$ cat src/rtl/nsr_pkg.sv
package nsr_pkg;

  // Fixed field widths
  localparam int DATA_W     = 32;  // radicand, tolerance, iterate x
  localparam int ROOT_W     = 24;
  localparam int LIMIT_W    = 6;
  localparam int CFG_IDX_W  = 1;
  localparam int S_TDATA_W  = 32;
  localparam int M_TDATA_W  = 32;
  localparam int PROD_W     = 2 * DATA_W;

  localparam int FRACTION_BITS_DEF = 16;

  localparam logic [DATA_W-1:0]  TOL_RESET   = 32'd42950;
  localparam logic [LIMIT_W-1:0] LIMIT_RESET = 6'd32;

  // Register indexes
  localparam logic [CFG_IDX_W-1:0] REG_TOLERANCE = 1'd0;
  localparam logic [CFG_IDX_W-1:0] REG_LIMIT     = 1'd1;

  typedef enum logic [6:0] {
    S_IDLE  = 7'b0000001,
    S_BOUND = 7'b0000010,
    S_DIV   = 7'b0000100,
    S_UPD   = 7'b0001000,
    S_SQR   = 7'b0010000,
    S_CMP   = 7'b0100000,
    S_OUT   = 7'b1000000
  } state_e;

endpackage

$ cat src/rtl/nsr_div.sv
// Restoring divider, one quotient bit per cycle.
module nsr_div #(
  parameter int DIVIDEND_W = nsr_pkg::DATA_W - 1 + nsr_pkg::FRACTION_BITS_DEF
) (
  input  logic                          clk_i,
  input  logic                          rst_ni,
  input  logic                          start_i,
  input  logic [DIVIDEND_W-1:0]         dividend_i,
  input  logic [nsr_pkg::DATA_W-1:0]    divisor_i,
  output logic                          done_o,
  output logic [DIVIDEND_W-1:0]         quotient_o
);
  import nsr_pkg::*;

  localparam int CW = $clog2(DIVIDEND_W + 1);

  logic              busy_q, busy_d;
  logic              done_q, done_d;
  logic [CW-1:0]     cnt_q, cnt_d;
  logic [DATA_W-1:0] rem_q, rem_d;
  logic [DATA_W-1:0] dvs_q, dvs_d;
  logic [DIVIDEND_W-1:0] quo_q, quo_d;
  logic [DATA_W:0]   trial;
  logic [DATA_W:0]   diff;
  logic              ge;

  assign trial = {rem_q, quo_q[DIVIDEND_W-1]};
  assign diff  = trial - {1'b0, dvs_q};
  assign ge    = trial >= {1'b0, dvs_q};

  always_comb begin
    busy_d = busy_q;
    done_d = 1'b0;
    cnt_d  = cnt_q;
    rem_d  = rem_q;
    dvs_d  = dvs_q;
    quo_d  = quo_q;
    if (start_i) begin
      busy_d = 1'b1;
      cnt_d  = CW'(DIVIDEND_W);
      rem_d  = '0;
      dvs_d  = divisor_i;
      quo_d  = dividend_i;
    end else if (busy_q) begin
      rem_d = ge ? diff[DATA_W-1:0] : trial[DATA_W-1:0];
      quo_d = {quo_q[DIVIDEND_W-2:0], ge};
      cnt_d = cnt_q - CW'(1);
      if (cnt_q == CW'(1)) begin
        busy_d = 1'b0;
        done_d = 1'b1;
      end
    end
  end

  always_ff @(posedge clk_i or negedge rst_ni) begin
    if (!rst_ni) begin
      busy_q <= 1'b0;
      done_q <= 1'b0;
      cnt_q  <= '0;
    end else begin
      busy_q <= busy_d;
      done_q <= done_d;
      cnt_q  <= cnt_d;
    end
  end

  always_ff @(posedge clk_i) begin
    rem_q <= rem_d;
    dvs_q <= dvs_d;
    quo_q <= quo_d;
  end

  assign done_o     = done_q;
  assign quotient_o = quo_q;

endmodule

$ cat src/rtl/nsr_mul.sv
// Shift-add multiplier, one multiplier bit per cycle.
module nsr_mul (
  input  logic                          clk_i,
  input  logic                          rst_ni,
  input  logic                          start_i,
  input  logic [nsr_pkg::DATA_W-1:0]    a_i,
  input  logic [nsr_pkg::DATA_W-1:0]    b_i,
  output logic                          done_o,
  output logic [nsr_pkg::PROD_W-1:0]    prod_o
);
  import nsr_pkg::*;

  localparam int CW = $clog2(DATA_W + 1);

  logic              busy_q, busy_d;
  logic              done_q, done_d;
  logic [CW-1:0]     cnt_q, cnt_d;
  logic [DATA_W-1:0] a_q, a_d;
  logic [PROD_W-1:0] prod_q, prod_d;
  logic [DATA_W:0]   sum;

  assign sum = {1'b0, prod_q[PROD_W-1:DATA_W]} + (prod_q[0] ? {1'b0, a_q} : '0);

  always_comb begin
    busy_d = busy_q;
    done_d = 1'b0;
    cnt_d  = cnt_q;
    a_d    = a_q;
    prod_d = prod_q;
    if (start_i) begin
      busy_d = 1'b1;
      cnt_d  = CW'(DATA_W);
      a_d    = a_i;
      prod_d = {{DATA_W{1'b0}}, b_i};
    end else if (busy_q) begin
      prod_d = {sum, prod_q[DATA_W-1:1]};
      cnt_d  = cnt_q - CW'(1);
      if (cnt_q == CW'(1)) begin
        busy_d = 1'b0;
        done_d = 1'b1;
      end
    end
  end

  always_ff @(posedge clk_i or negedge rst_ni) begin
    if (!rst_ni) begin
      busy_q <= 1'b0;
      done_q <= 1'b0;
      cnt_q  <= '0;
    end else begin
      busy_q <= busy_d;
      done_q <= done_d;
      cnt_q  <= cnt_d;
    end
  end

  always_ff @(posedge clk_i) begin
    a_q    <= a_d;
    prod_q <= prod_d;
  end

  assign done_o = done_q;
  assign prod_o = prod_q;

endmodule

$ cat src/rtl/newton_square_root.sv
// Newton-Raphson square root, signed fixed-point radicand in, unsigned root out.
//
// Input stream s_axis: one radicand per item (signed, FRACTION_BITS fraction bits).
// Output stream m_axis: root, negative_input and limit_reached per item.
// Config port: cfg_we_i writes cfg_data_i to register cfg_index_i
// (0: relative tolerance Q0.32, 1: iteration limit); write only while idle.
//
// One item is in flight at a time. A negative or zero radicand goes from
// acceptance straight to the output state. Otherwise the block first forms the
// tolerance bound (serial multiplier), then per Newton step runs the
// bit-serial divider, an update state, the serial squaring and a compare
// state; the number of steps is bounded by the iteration limit (0 acts as 1).
// Input reopens in the same cycle that the result enters the output register.
// The result sits in an output register; a new item is accepted while it
// waits for m_axis_tready. If the receiver stalls the finished result waits
// in the core until the output register frees up, and input stays blocked.
// Reset clears the control state and restores the default register values.
module newton_square_root #(
  parameter int FRACTION_BITS = nsr_pkg::FRACTION_BITS_DEF
) (
  input  logic                              clk_i,
  input  logic                              rst_ni,
  // [31:0] radicand
  input  logic [nsr_pkg::S_TDATA_W-1:0]     s_axis_tdata,
  input  logic                              s_axis_tvalid,
  output logic                              s_axis_tready,
  // [23:0] root, [24] negative_input, [25] limit_reached, [31:26] zero
  output logic [nsr_pkg::M_TDATA_W-1:0]     m_axis_tdata,
  output logic                              m_axis_tvalid,
  input  logic                              m_axis_tready,
  input  logic                              cfg_we_i,
  input  logic [nsr_pkg::CFG_IDX_W-1:0]     cfg_index_i,
  input  logic [nsr_pkg::DATA_W-1:0]        cfg_data_i
);
  import nsr_pkg::*;

  localparam int NW = DATA_W - 1 + FRACTION_BITS;  // scaled radicand width
  localparam int BW = DATA_W + FRACTION_BITS;      // tolerance bound width
  localparam logic [DATA_W-1:0] X_ONE = DATA_W'(1) << FRACTION_BITS;

  state_e state_q, state_d;

  logic [DATA_W-1:0]  tol_q, tol_d;
  logic [LIMIT_W-1:0] lim_q, lim_d;
  logic [LIMIT_W-1:0] lim_eff;

  logic [DATA_W-2:0]  rad_q, rad_d;
  logic [DATA_W-1:0]  x_q, x_d;
  logic [LIMIT_W-1:0] steps_q, steps_d;
  logic [BW-1:0]      bound_q, bound_d;
  logic [PROD_W-1:0]  err_q, err_d;
  logic [ROOT_W-1:0]  res_root_q, res_root_d;
  logic               res_neg_q, res_neg_d;
  logic               res_hit_q, res_hit_d;

  logic               m_valid_q, m_valid_d;
  logic [ROOT_W-1:0]  out_root_q, out_root_d;
  logic               out_neg_q, out_neg_d;
  logic               out_hit_q, out_hit_d;

  logic               s_fire, in_neg, in_zero;
  logic [NW-1:0]      big_n;
  logic [PROD_W-1:0]  big_n_ext;

  logic               mul_start, mul_done;
  logic [DATA_W-1:0]  mul_a, mul_b;
  logic [PROD_W-1:0]  mul_prod;
  logic               div_start, div_done;
  logic [NW-1:0]      div_quo;

  logic [NW:0]        nx_sum;
  logic [NW-1:0]      nx;
  logic [DATA_W-1:0]  nx_sat;
  logic               met;
  logic [ROOT_W-1:0]  root_sat;

  assign s_axis_tready = (state_q == S_IDLE);
  assign s_fire        = s_axis_tvalid && s_axis_tready;
  assign in_neg        = s_axis_tdata[DATA_W-1];
  assign in_zero       = (s_axis_tdata == '0);

  assign big_n     = {rad_q, {FRACTION_BITS{1'b0}}};
  assign big_n_ext = PROD_W'(big_n);
  assign lim_eff   = (lim_q == '0) ? LIMIT_W'(1) : lim_q;

  // x' = (x + N/x) / 2, kept within 1 .. 2^32-1
  assign nx_sum = {1'b0, div_quo} + (NW+1)'(x_q);
  assign nx     = nx_sum[NW:1];
  always_comb begin
    if (|nx[NW-1:DATA_W]) begin
      nx_sat = '1;
    end else if (nx[DATA_W-1:0] == '0) begin
      nx_sat = DATA_W'(1);
    end else begin
      nx_sat = nx[DATA_W-1:0];
    end
  end

  assign met      = (err_q <= PROD_W'(bound_q));
  assign root_sat = (|x_q[DATA_W-1:ROOT_W]) ? '1 : x_q[ROOT_W-1:0];

  // Multiplier serves the bound tol*n at start, then x*x every step
  assign mul_start = (s_fire && !in_neg && !in_zero) || (state_q == S_UPD);
  assign mul_a     = (state_q == S_IDLE) ? tol_q : nx_sat;
  assign mul_b     = (state_q == S_IDLE) ? {1'b0, s_axis_tdata[DATA_W-2:0]} : nx_sat;

  always_comb begin
    state_d    = state_q;
    tol_d      = tol_q;
    lim_d      = lim_q;
    rad_d      = rad_q;
    x_d        = x_q;
    steps_d    = steps_q;
    bound_d    = bound_q;
    err_d      = err_q;
    res_root_d = res_root_q;
    res_neg_d  = res_neg_q;
    res_hit_d  = res_hit_q;
    m_valid_d  = m_valid_q;
    out_root_d = out_root_q;
    out_neg_d  = out_neg_q;
    out_hit_d  = out_hit_q;
    div_start  = 1'b0;

    if (cfg_we_i) begin
      case (cfg_index_i)
        REG_TOLERANCE: tol_d = cfg_data_i;
        REG_LIMIT:     lim_d = cfg_data_i[LIMIT_W-1:0];
        default: ;
      endcase
    end

    if (m_valid_q && m_axis_tready) begin
      m_valid_d = 1'b0;
    end

    case (state_q)
      S_IDLE: begin
        if (s_fire) begin
          rad_d      = s_axis_tdata[DATA_W-2:0];
          x_d        = X_ONE;
          steps_d    = '0;
          res_root_d = '0;
          res_neg_d  = in_neg;
          res_hit_d  = 1'b0;
          state_d    = (in_neg || in_zero) ? S_OUT : S_BOUND;
        end
      end
      S_BOUND: begin
        if (mul_done) begin
          bound_d   = mul_prod[PROD_W-1:DATA_W-FRACTION_BITS];
          div_start = 1'b1;
          state_d   = S_DIV;
        end
      end
      S_DIV: begin
        if (div_done) begin
          state_d = S_UPD;
        end
      end
      S_UPD: begin
        x_d     = nx_sat;
        steps_d = steps_q + LIMIT_W'(1);
        state_d = S_SQR;
      end
      S_SQR: begin
        if (mul_done) begin
          err_d   = (mul_prod >= big_n_ext) ? (mul_prod - big_n_ext)
                                            : (big_n_ext - mul_prod);
          state_d = S_CMP;
        end
      end
      S_CMP: begin
        if (met || (steps_q >= lim_eff)) begin
          res_root_d = root_sat;
          res_hit_d  = !met;
          state_d    = S_OUT;
        end else begin
          div_start = 1'b1;
          state_d   = S_DIV;
        end
      end
      S_OUT: begin
        if (!m_valid_q || m_axis_tready) begin
          m_valid_d  = 1'b1;
          out_root_d = res_root_q;
          out_neg_d  = res_neg_q;
          out_hit_d  = res_hit_q;
          state_d    = S_IDLE;
        end
      end
      default: state_d = S_IDLE;
    endcase
  end

  always_ff @(posedge clk_i or negedge rst_ni) begin
    if (!rst_ni) begin
      state_q   <= S_IDLE;
      tol_q     <= TOL_RESET;
      lim_q     <= LIMIT_RESET;
      steps_q   <= '0;
      m_valid_q <= 1'b0;
    end else begin
      state_q   <= state_d;
      tol_q     <= tol_d;
      lim_q     <= lim_d;
      steps_q   <= steps_d;
      m_valid_q <= m_valid_d;
    end
  end

  always_ff @(posedge clk_i) begin
    rad_q      <= rad_d;
    x_q        <= x_d;
    bound_q    <= bound_d;
    err_q      <= err_d;
    res_root_q <= res_root_d;
    res_neg_q  <= res_neg_d;
    res_hit_q  <= res_hit_d;
    out_root_q <= out_root_d;
    out_neg_q  <= out_neg_d;
    out_hit_q  <= out_hit_d;
  end

  nsr_mul u_mul (
    .clk_i   (clk_i),
    .rst_ni  (rst_ni),
    .start_i (mul_start),
    .a_i     (mul_a),
    .b_i     (mul_b),
    .done_o  (mul_done),
    .prod_o  (mul_prod)
  );

  nsr_div #(
    .DIVIDEND_W (NW)
  ) u_div (
    .clk_i      (clk_i),
    .rst_ni     (rst_ni),
    .start_i    (div_start),
    .dividend_i (big_n),
    .divisor_i  (x_q),
    .done_o     (div_done),
    .quotient_o (div_quo)
  );

  assign m_axis_tvalid = m_valid_q;
  assign m_axis_tdata  = M_TDATA_W'({out_hit_q, out_neg_q, out_root_q});

endmodule

$ cat config.mk
export PLATFORM = sky130hd
export DESIGN_NAME = newton_square_root
export DESIGN_NICKNAME = d
export VERILOG_FILES = /design/src/rtl/nsr_pkg.sv /design/src/rtl/nsr_div.sv /design/src/rtl/nsr_mul.sv /design/src/rtl/newton_square_root.sv
export SDC_FILE = /design/constraint.sdc
export NUM_CORES = 1
export LEC_CHECK = 0
export BUFFER_PORTS_ARGS = -buffer_cell sky130_fd_sc_hd__clkbuf_2
export CAP_MARGIN = 40
export CORE_MARGIN = 2
export CORE_UTILIZATION = 40
export CTS_CLUSTER_SIZE = 40
export DETAILED_ROUTE_END_ITERATION = 6
export PLACE_DENSITY_LB_ADDON = 0.05
export SETUP_SLACK_MARGIN = 0.5
export SLEW_MARGIN = 20
export SYNTH_ARGS = -nofsm -noshare
export SYNTH_HDL_FRONTEND = slang
export SYNTH_SLANG_ARGS = --single-unit
$ cat constraint.sdc
create_clock -name clk_i -period 4.5 [get_ports clk_i]
set_input_delay 0.225 -clock clk_i [delete_from_list [all_inputs] [get_ports clk_i]]
set_output_delay 0.225 -clock clk_i [all_outputs]
set_load 0.02 [all_outputs]
# Yosys cells after proc, flatten, opt, wreduce, memory -nomap -nowiden
# Index checks and enable logic that the tools add are counted.
[totals]
reg_bits = 502
elab_cells = 139
in_bits = 70
out_inout_bits = 34
[op_classes]
order_cmp = 4
bitwise_logic = 1
addsub = 8
mux = 53
reduce_logical = 30
eq_ne = 15
[op_table]
columns = ["cell", "count"]
rows = [
  ["$mux W32", 9],
  ["$mux W47", 2],
  ["$mux W24", 3],
  ["$ge A64 B47 Y1", 1],
  ["$le A64 B48 Y1", 1],
  ["$logic_not A32 Y1", 2],
  ["$mux W64", 1],
  ["$pmux W32 S2", 1],
  ["$sub A47 B64 Y64", 1],
  ["$sub A64 B47 Y64", 1],
  ["$mux W7", 7],
  ["$pmux W7 S7", 1],
  ["$add A47 B32 Y48", 1],
  ["$pmux W24 S2", 1],
  ["$mux W6", 6],
  ["$add A32 B32 Y33", 1],
  ["$ge A33 B32 Y1", 1],
  ["$sub A32 B32 Y32", 1],
  ["$mux W1", 19],
  ["$reduce_or A15 Y1", 1],
  ["$reduce_and A2 Y1", 7],
  ["$eq A6 B1 Y1 const B", 2],
  ["$pmux W6 S2", 1],
  ["$sub A6 B1 Y6 const B", 2],
  ["21 further kinds", 38],
]

# Longest topological paths before layout
[depth]
depth_word = 7
mapped_depth = 17
ltp_nobuf = 16

# Cells and area by module
# Synthesis repeated with hierarchy kept, for this count alone.
[hier_totals]
cells_unflattened = 3287
hier_area_um2 = 32247.2
[by_module_without_submodules]
columns = ["module", "cells_each", "n_inst", "area_each_um2"]
rows = [
  ["newton_square_root", 2125, 1, 19852.8],
  ["nsr_div", 622, 1, 6678.9],
  ["nsr_mul", 540, 1, 5715.5],
]

# Worst setup path before layout
# No wires, ideal clock.
[synth_path]
kind = "register to register"
startpoint = "register lim_q[5]"
endpoint = "register u_div.quo_q[16], in the netlist u_div.quotient_o[16], enable pin"
path_stages_with_launch = 17
n_path_buf = 2
synth_period_minus_slack_ps = 4033
t_arrival_ps = 3645
required_time_ps = 4112
path_slack_ps = 467
setup_ps = 388
cell_sequence = "dfstp_2 > inv_1 > a31o_2 > ha_1 > nand2b_1 > a21o_1 > a21oi_1 > nor2b_1 > o21ai_0 > nand2b_1 > a21oi_1 > o211ai_1 > o21ai_1 > clkinv_1 > clkbuf_1 > clkbuf_1 > nand2_1"
[synth_between]
elab_chain_len = 7
[synth_rtl]
columns = ["item", "line", "text"]
rows = [
  ["from (decl)", "newton_square_root.sv:44", "logic [LIMIT_W-1:0] lim_q, lim_d;"],
  ["from (signal assigned)", "newton_square_root.sv:206", "lim_q <= lim_d;"],
  ["$logic_not A6 Y1", "newton_square_root.sv:84", "assign lim_eff = (lim_q == '0) ? LIMIT_W'(1) : lim_q;"],
  ["$mux W6 *", "newton_square_root.sv:84", ""],
  ["$ge A6 B6 Y1 *", "newton_square_root.sv:174", "if (met || (steps_q >= lim_eff)) begin"],
  ["$logic_or A1 B1 Y1 *", "newton_square_root.sv:174", ""],
  ["$mux W1 *", "newton_square_root.sv:174", ""],
  ["$pmux W1 S2 *", "newton_square_root.sv:137", "case (state_q)"],
  ["$reduce_bool A2 Y1 (no line) *", "-", ""],
  ["to (signal assigned)", "nsr_div.sv:70", "quo_q <= quo_d;"],
  ["to (decl)", "nsr_div.sv:22", "logic [DIVIDEND_W-1:0] quo_q, quo_d;"],
]
# Mark *: on every way between the ends. The rest lies on a longest branch, timed or not.
# A chain may end at the register's enable or synchronous reset.

# Worst setup path in the final report
[layout_path]
startpoint = "register x_q[9]"
endpoint = "register u_mul.prod_q[6], in the netlist u_mul.prod_o[6] (data pin)"
[layout_between]
elab_chain_len = 6
elab_cells_between_ends = 7
[layout_rtl]
columns = ["item", "line", "text"]
rows = [
  ["from (decl)", "newton_square_root.sv:48", "logic [DATA_W-1:0] x_q, x_d;"],
  ["from (signal assigned)", "newton_square_root.sv:214", "x_q <= x_d;"],
  ["$add A47 B32 Y48 *", "newton_square_root.sv:87", "assign nx_sum = {1'b0, div_quo} + (NW+1)'(x_q);"],
  ["$logic_not A32 Y1", "newton_square_root.sv:92", "end else if (nx[DATA_W-1:0] == '0) begin"],
  ["$mux W32", "newton_square_root.sv:92", ""],
  ["$mux W32 *", "newton_square_root.sv:90", "if (|nx[NW-1:DATA_W]) begin"],
  ["$mux W32 *", "newton_square_root.sv:105", "assign mul_b = (state_q == S_IDLE) ? {1'b0, s_axis_tdata[DATA_W-2:0]} : nx_sat;"],
  ["$mux W32 *", "nsr_mul.sv:30", "if (start_i) begin"],
  ["net u_mul.prod_d[6]", "nsr_mul.sv:19", "logic [PROD_W-1:0] prod_q, prod_d;"],
  ["to (signal assigned)", "nsr_mul.sv:59", "prod_q <= prod_d;"],
  ["to (decl)", "nsr_mul.sv:19", ""],
]
# Mark *: on every way through the listed nets, which the timed path passes. The rest lies on a longest branch.

==> metrics.md <==
| Metric | Value |
|---|---|
| Vias in the first global route | `24200` |
| CTS buffer count | `59` |
| Global-route wire length before repair | `160000 um` |
| Synthesized area per cell | `9.93 um2` |
| Netlist cell types | `100` |
| Cell Area, Synth | `30200 um2` |
| EDFF count, synth | `354` |
| Layout Nets | `3663` |
| Leakage | `15.2 nW` |
| PwrDens | `674 nW/um2` |
| Share of flip-flops with an asynchronous set or reset | `13.5%` |
| Synth warn | `0` |
| Global Route Usage Sum | `27.7%` |
| Dpl cells | `4130` |
| Fin area | `37100 um2` |
| Core area | `74600 um2` |
| Synthesized instance count | `3044` |
| CP endpoint kind | `register` |
| Measured slew at the worst slew-check pin | `964 ps` |
| Dominant synthesized flop cell | `edfxtp_1` |
| Slew Viols, Final | `0` |
| Final setup TNS | `0 ps` |
| TritonCTS clock tree | `done` |
| Final non-filler cell total | `4393` |
| Share of the yosys chip area belonging to registers | `46.2%` |
| Bufs on Longest Clock Path | `3` |
| IO Pins | `104` |
| RSZ-0062 raised after global routing | `true` |
| Share of cells above drive strength 1 | `20.0%` |
| DRC violations left | `0` |
| Post-Place Cell Area | `32700 um2` |
| Area Overhead vs Synth | `22.8%` |
| Worst hold path class | `input port to asynchronous set/reset pin` |
| Vias/cell | `5.73` |
| Filler Cell Count | `6970` |
| Worst-path clk slew | `60 ps` |
| Final hold vios | `0` |
| Gr ovfl total | `0` |
| Total power | `0.0250 W` |
| Final worst-path cycle share | `88.0%` |
| Root Driver | `clkbuf_16` |
| Initial antenna violation count | `4` |
| Die width | `279 um` |
| Critical Path Fanout Max | `5` |
| Max_slew headroom | `35.1%` |
| Final wirelength | `110000 um` |
| Sink Count | `502` |
| Hpwl dp | `83500 um` |
| Die area | `77800 um2` |
| Clk_lat worst skew | `640 ps` |
| GPL Wtd Cong | `0.960` |
| Maximum vdd drop | `0.387 mV` |
| #FFs+latches synth | `502` |
| Highest Clock Rate | `0.253 GHz` |
| Outcome | `finished clean` |
| TritonRoute pass-1 iters | `7` |
| Vert. Die Dim | `279 um` |
| Final setup vio count | `0` |
| Crit path DAT | `4300 ps` |
| Cell Rows | `100` |
| Number of diodes | `0` |
| Detail Route Antenna Nets | `0` |
| H-tree level count | `2` |
| Max Cap Viol | `0` |
| Most frequent cells in the layout | `354 x edfxtp_1, 311 x nor2_1, 241 x a21oi_1` |
| Skew final | `33.3 ps` |
| Vias | `25200` |
| DRT iter0 DRCs | `2051` |
| Crit path time final | `3960 ps` |
| Worst Path Class, Setup | `register to register` |
| CP startpoint kind | `register` |
| IO buf count | `97` |
| Initial Util | `40.5%` |
| Critical Path RT | `4840 ps` |
| Largest net degree at the start of global routing | `120` |
| Drt wl/cell | `25.0 um` |
| Commonest non-fill, non-tap cell in the layout | `edfxtp_1` |
sequential cells by signal, summed over array words and instances, names as in the netlist, 6 cells and up:
register and cells:
steps_q 6, tol_q 32, state_q 7, u_div.rem_q 32, rad_q 31, x_q 32
u_div.dvs_q 32, bound_q 48, u_mul.cnt_q 6, lim_q 6, out_root_q 24, u_mul.prod_o 64
u_div.cnt_q 6, err_q 64, res_root_q 24, u_mul.a_q 32, u_div.quotient_o 47
worst paths after layout:
check	from	endpoint	slack [ps]	cells past startpoint
setup / recovery	x_q[9]	u_mul.prod_o[6]	540	16
max in group asynchronous	rst_ni	u_mul.busy_q	3600	3
hold reg to reg	res_root_q[15]	out_root_q[15]	420	0
setup reg to reg	x_q[9]	u_mul.prod_o[6]	540	16
hold / removal	rst_ni	tol_q[19]	100	3
min in group clk_i	cfg_we_i	lim_q[2]	110	3
Yosys cell counts (8+ instances only):
cell | instances | area (um2)
o21ai_1 | 14 | 70.1
dfrtp_1 | 57 | 1430
o21bai_1 | 25 | 188
a211oi_1 | 45 | 338
buf_1 | 13 | 48.8
nor2_1 | 319 | 1200
nor2b_1 | 24 | 150
o221ai_1 | 8 | 70.1
clkbuf_1 | 93 | 349
o2bb2ai_1 | 22 | 193
nand3b_1 | 8 | 60.1
nand4_1 | 56 | 350
edfxtp_1 | 354 | 10600
ha_1 | 216 | 2700
or3_1 | 15 | 93.8
and2_1 | 46 | 288
and3_1 | 18 | 113
o22ai_1 | 12 | 75.1
buf_4 | 12 | 90.1
buf_2 | 23 | 115
mux2_2 | 40 | 450
nand2b_1 | 31 | 194
o31ai_1 | 14 | 105
a21oi_1 | 262 | 1310
dfxtp_1 | 80 | 1600
o21a_1 | 28 | 210
mux2i_1 | 67 | 671
a21o_1 | 102 | 766
o21ai_0 | 154 | 771
inv_1 | 203 | 762
o211ai_1 | 16 | 120
nand3_1 | 79 | 395
nor3_1 | 53 | 265
or2_2 | 12 | 75.1
nor4_1 | 23 | 144
nand2_1 | 168 | 631
xor2_1 | 65 | 569
dfstp_2 | 11 | 289
a31oi_1 | 25 | 156
xnor2_1 | 87 | 762
where the power goes:
group          internal [W]  total, W  switching (W)
combinational       0.00494    0.0127        0.00777
sequential          0.00642   0.00739       0.000975
clock               0.00285   0.00490        0.00205
routing by layer:
metal  part of all wire [%]  up-vias  global-route usage [%]
met1                     48    12400                    41.7
li1                       -    11700                       -
met4                    1.9        0                    5.67
met3                    8.6       80                    6.84
met5                      0        -                       0
met2                     42      939                    40.2
cell type report:
cell class                      count  area [um2]  share of cell area (%)
Multi-Input combinational cell   2200       15900                    42.8
Sequential cell                   502       14000                    37.6
Timing Repair Buffer              406        3300                    8.89
Clock buffer                       77        1590                    4.30
Tap cell                          969        1210                    3.27
Inverter                          204         776                    2.09
Clock inverter                     35         377                    1.02
worst max-delay path, cell delays in order, from the launching register on:
cell	delay [ps]
edfxtp_1	520
ha_4	350
nand4_1	200
nor3_2	300
o2111ai_4	150
nand4_1	170
a211o_1	250
buf_6	130
and3_4	160
a31oi_2	100
a2111o_1	450
a211oi_4	180
and2_4	230
buf_12	120
clkbuf_16	150
o2bb2ai_1	120
a21oi_1	80
per-stage QoR:
| step | utilization [%] | setup WS, ps | hold WS (ps) |
|---|---|---|---|
| 2_1_floorplan | - | 653 | -70.6 |
| 3_3_place_gp | 43.7 | 164 | 396 |
| 3_5_place_dp | 43.8 | 96.4 | 99.1 |
| 4_1_cts | 48.4 | 449 | 51.8 |
| 5_1_grt | 49.7 | 395 | 91.1 |
| 6_report | 49.7 | 540 | 96.6 |
cells by family (layout without fill, tap and decap cells):
logic type / count (synthesis) / count (layout) / synth area share (%)
and+or+nand+nor: 898 / 899 / 14.5
AOI/OAI and AO/OA: 815 / 815 / 17.3
DFF: 502 / 502 / 46.2
buffers and inverters: 348 / 722 / 4.62
adders and majority gates: 220 / 220 / 9.21
xor gates and xnor gates: 153 / 153 / 4.46
muxes: 107 / 107 / 3.71
other: 1 / 6 / 0.0124
timing repair:
item | CTS | global route
buffers inserted | 38 | 38
gates resized for setup | 70 | 141
hold buffers | 68 | 0
cloned | 4 | 1
hold endpoints to repair | 112 | 0
endpoints found under the setup margin | 202 | 165
pin swaps | 17 | 57
Note: power is estimated with default switching activity, not from simulation.
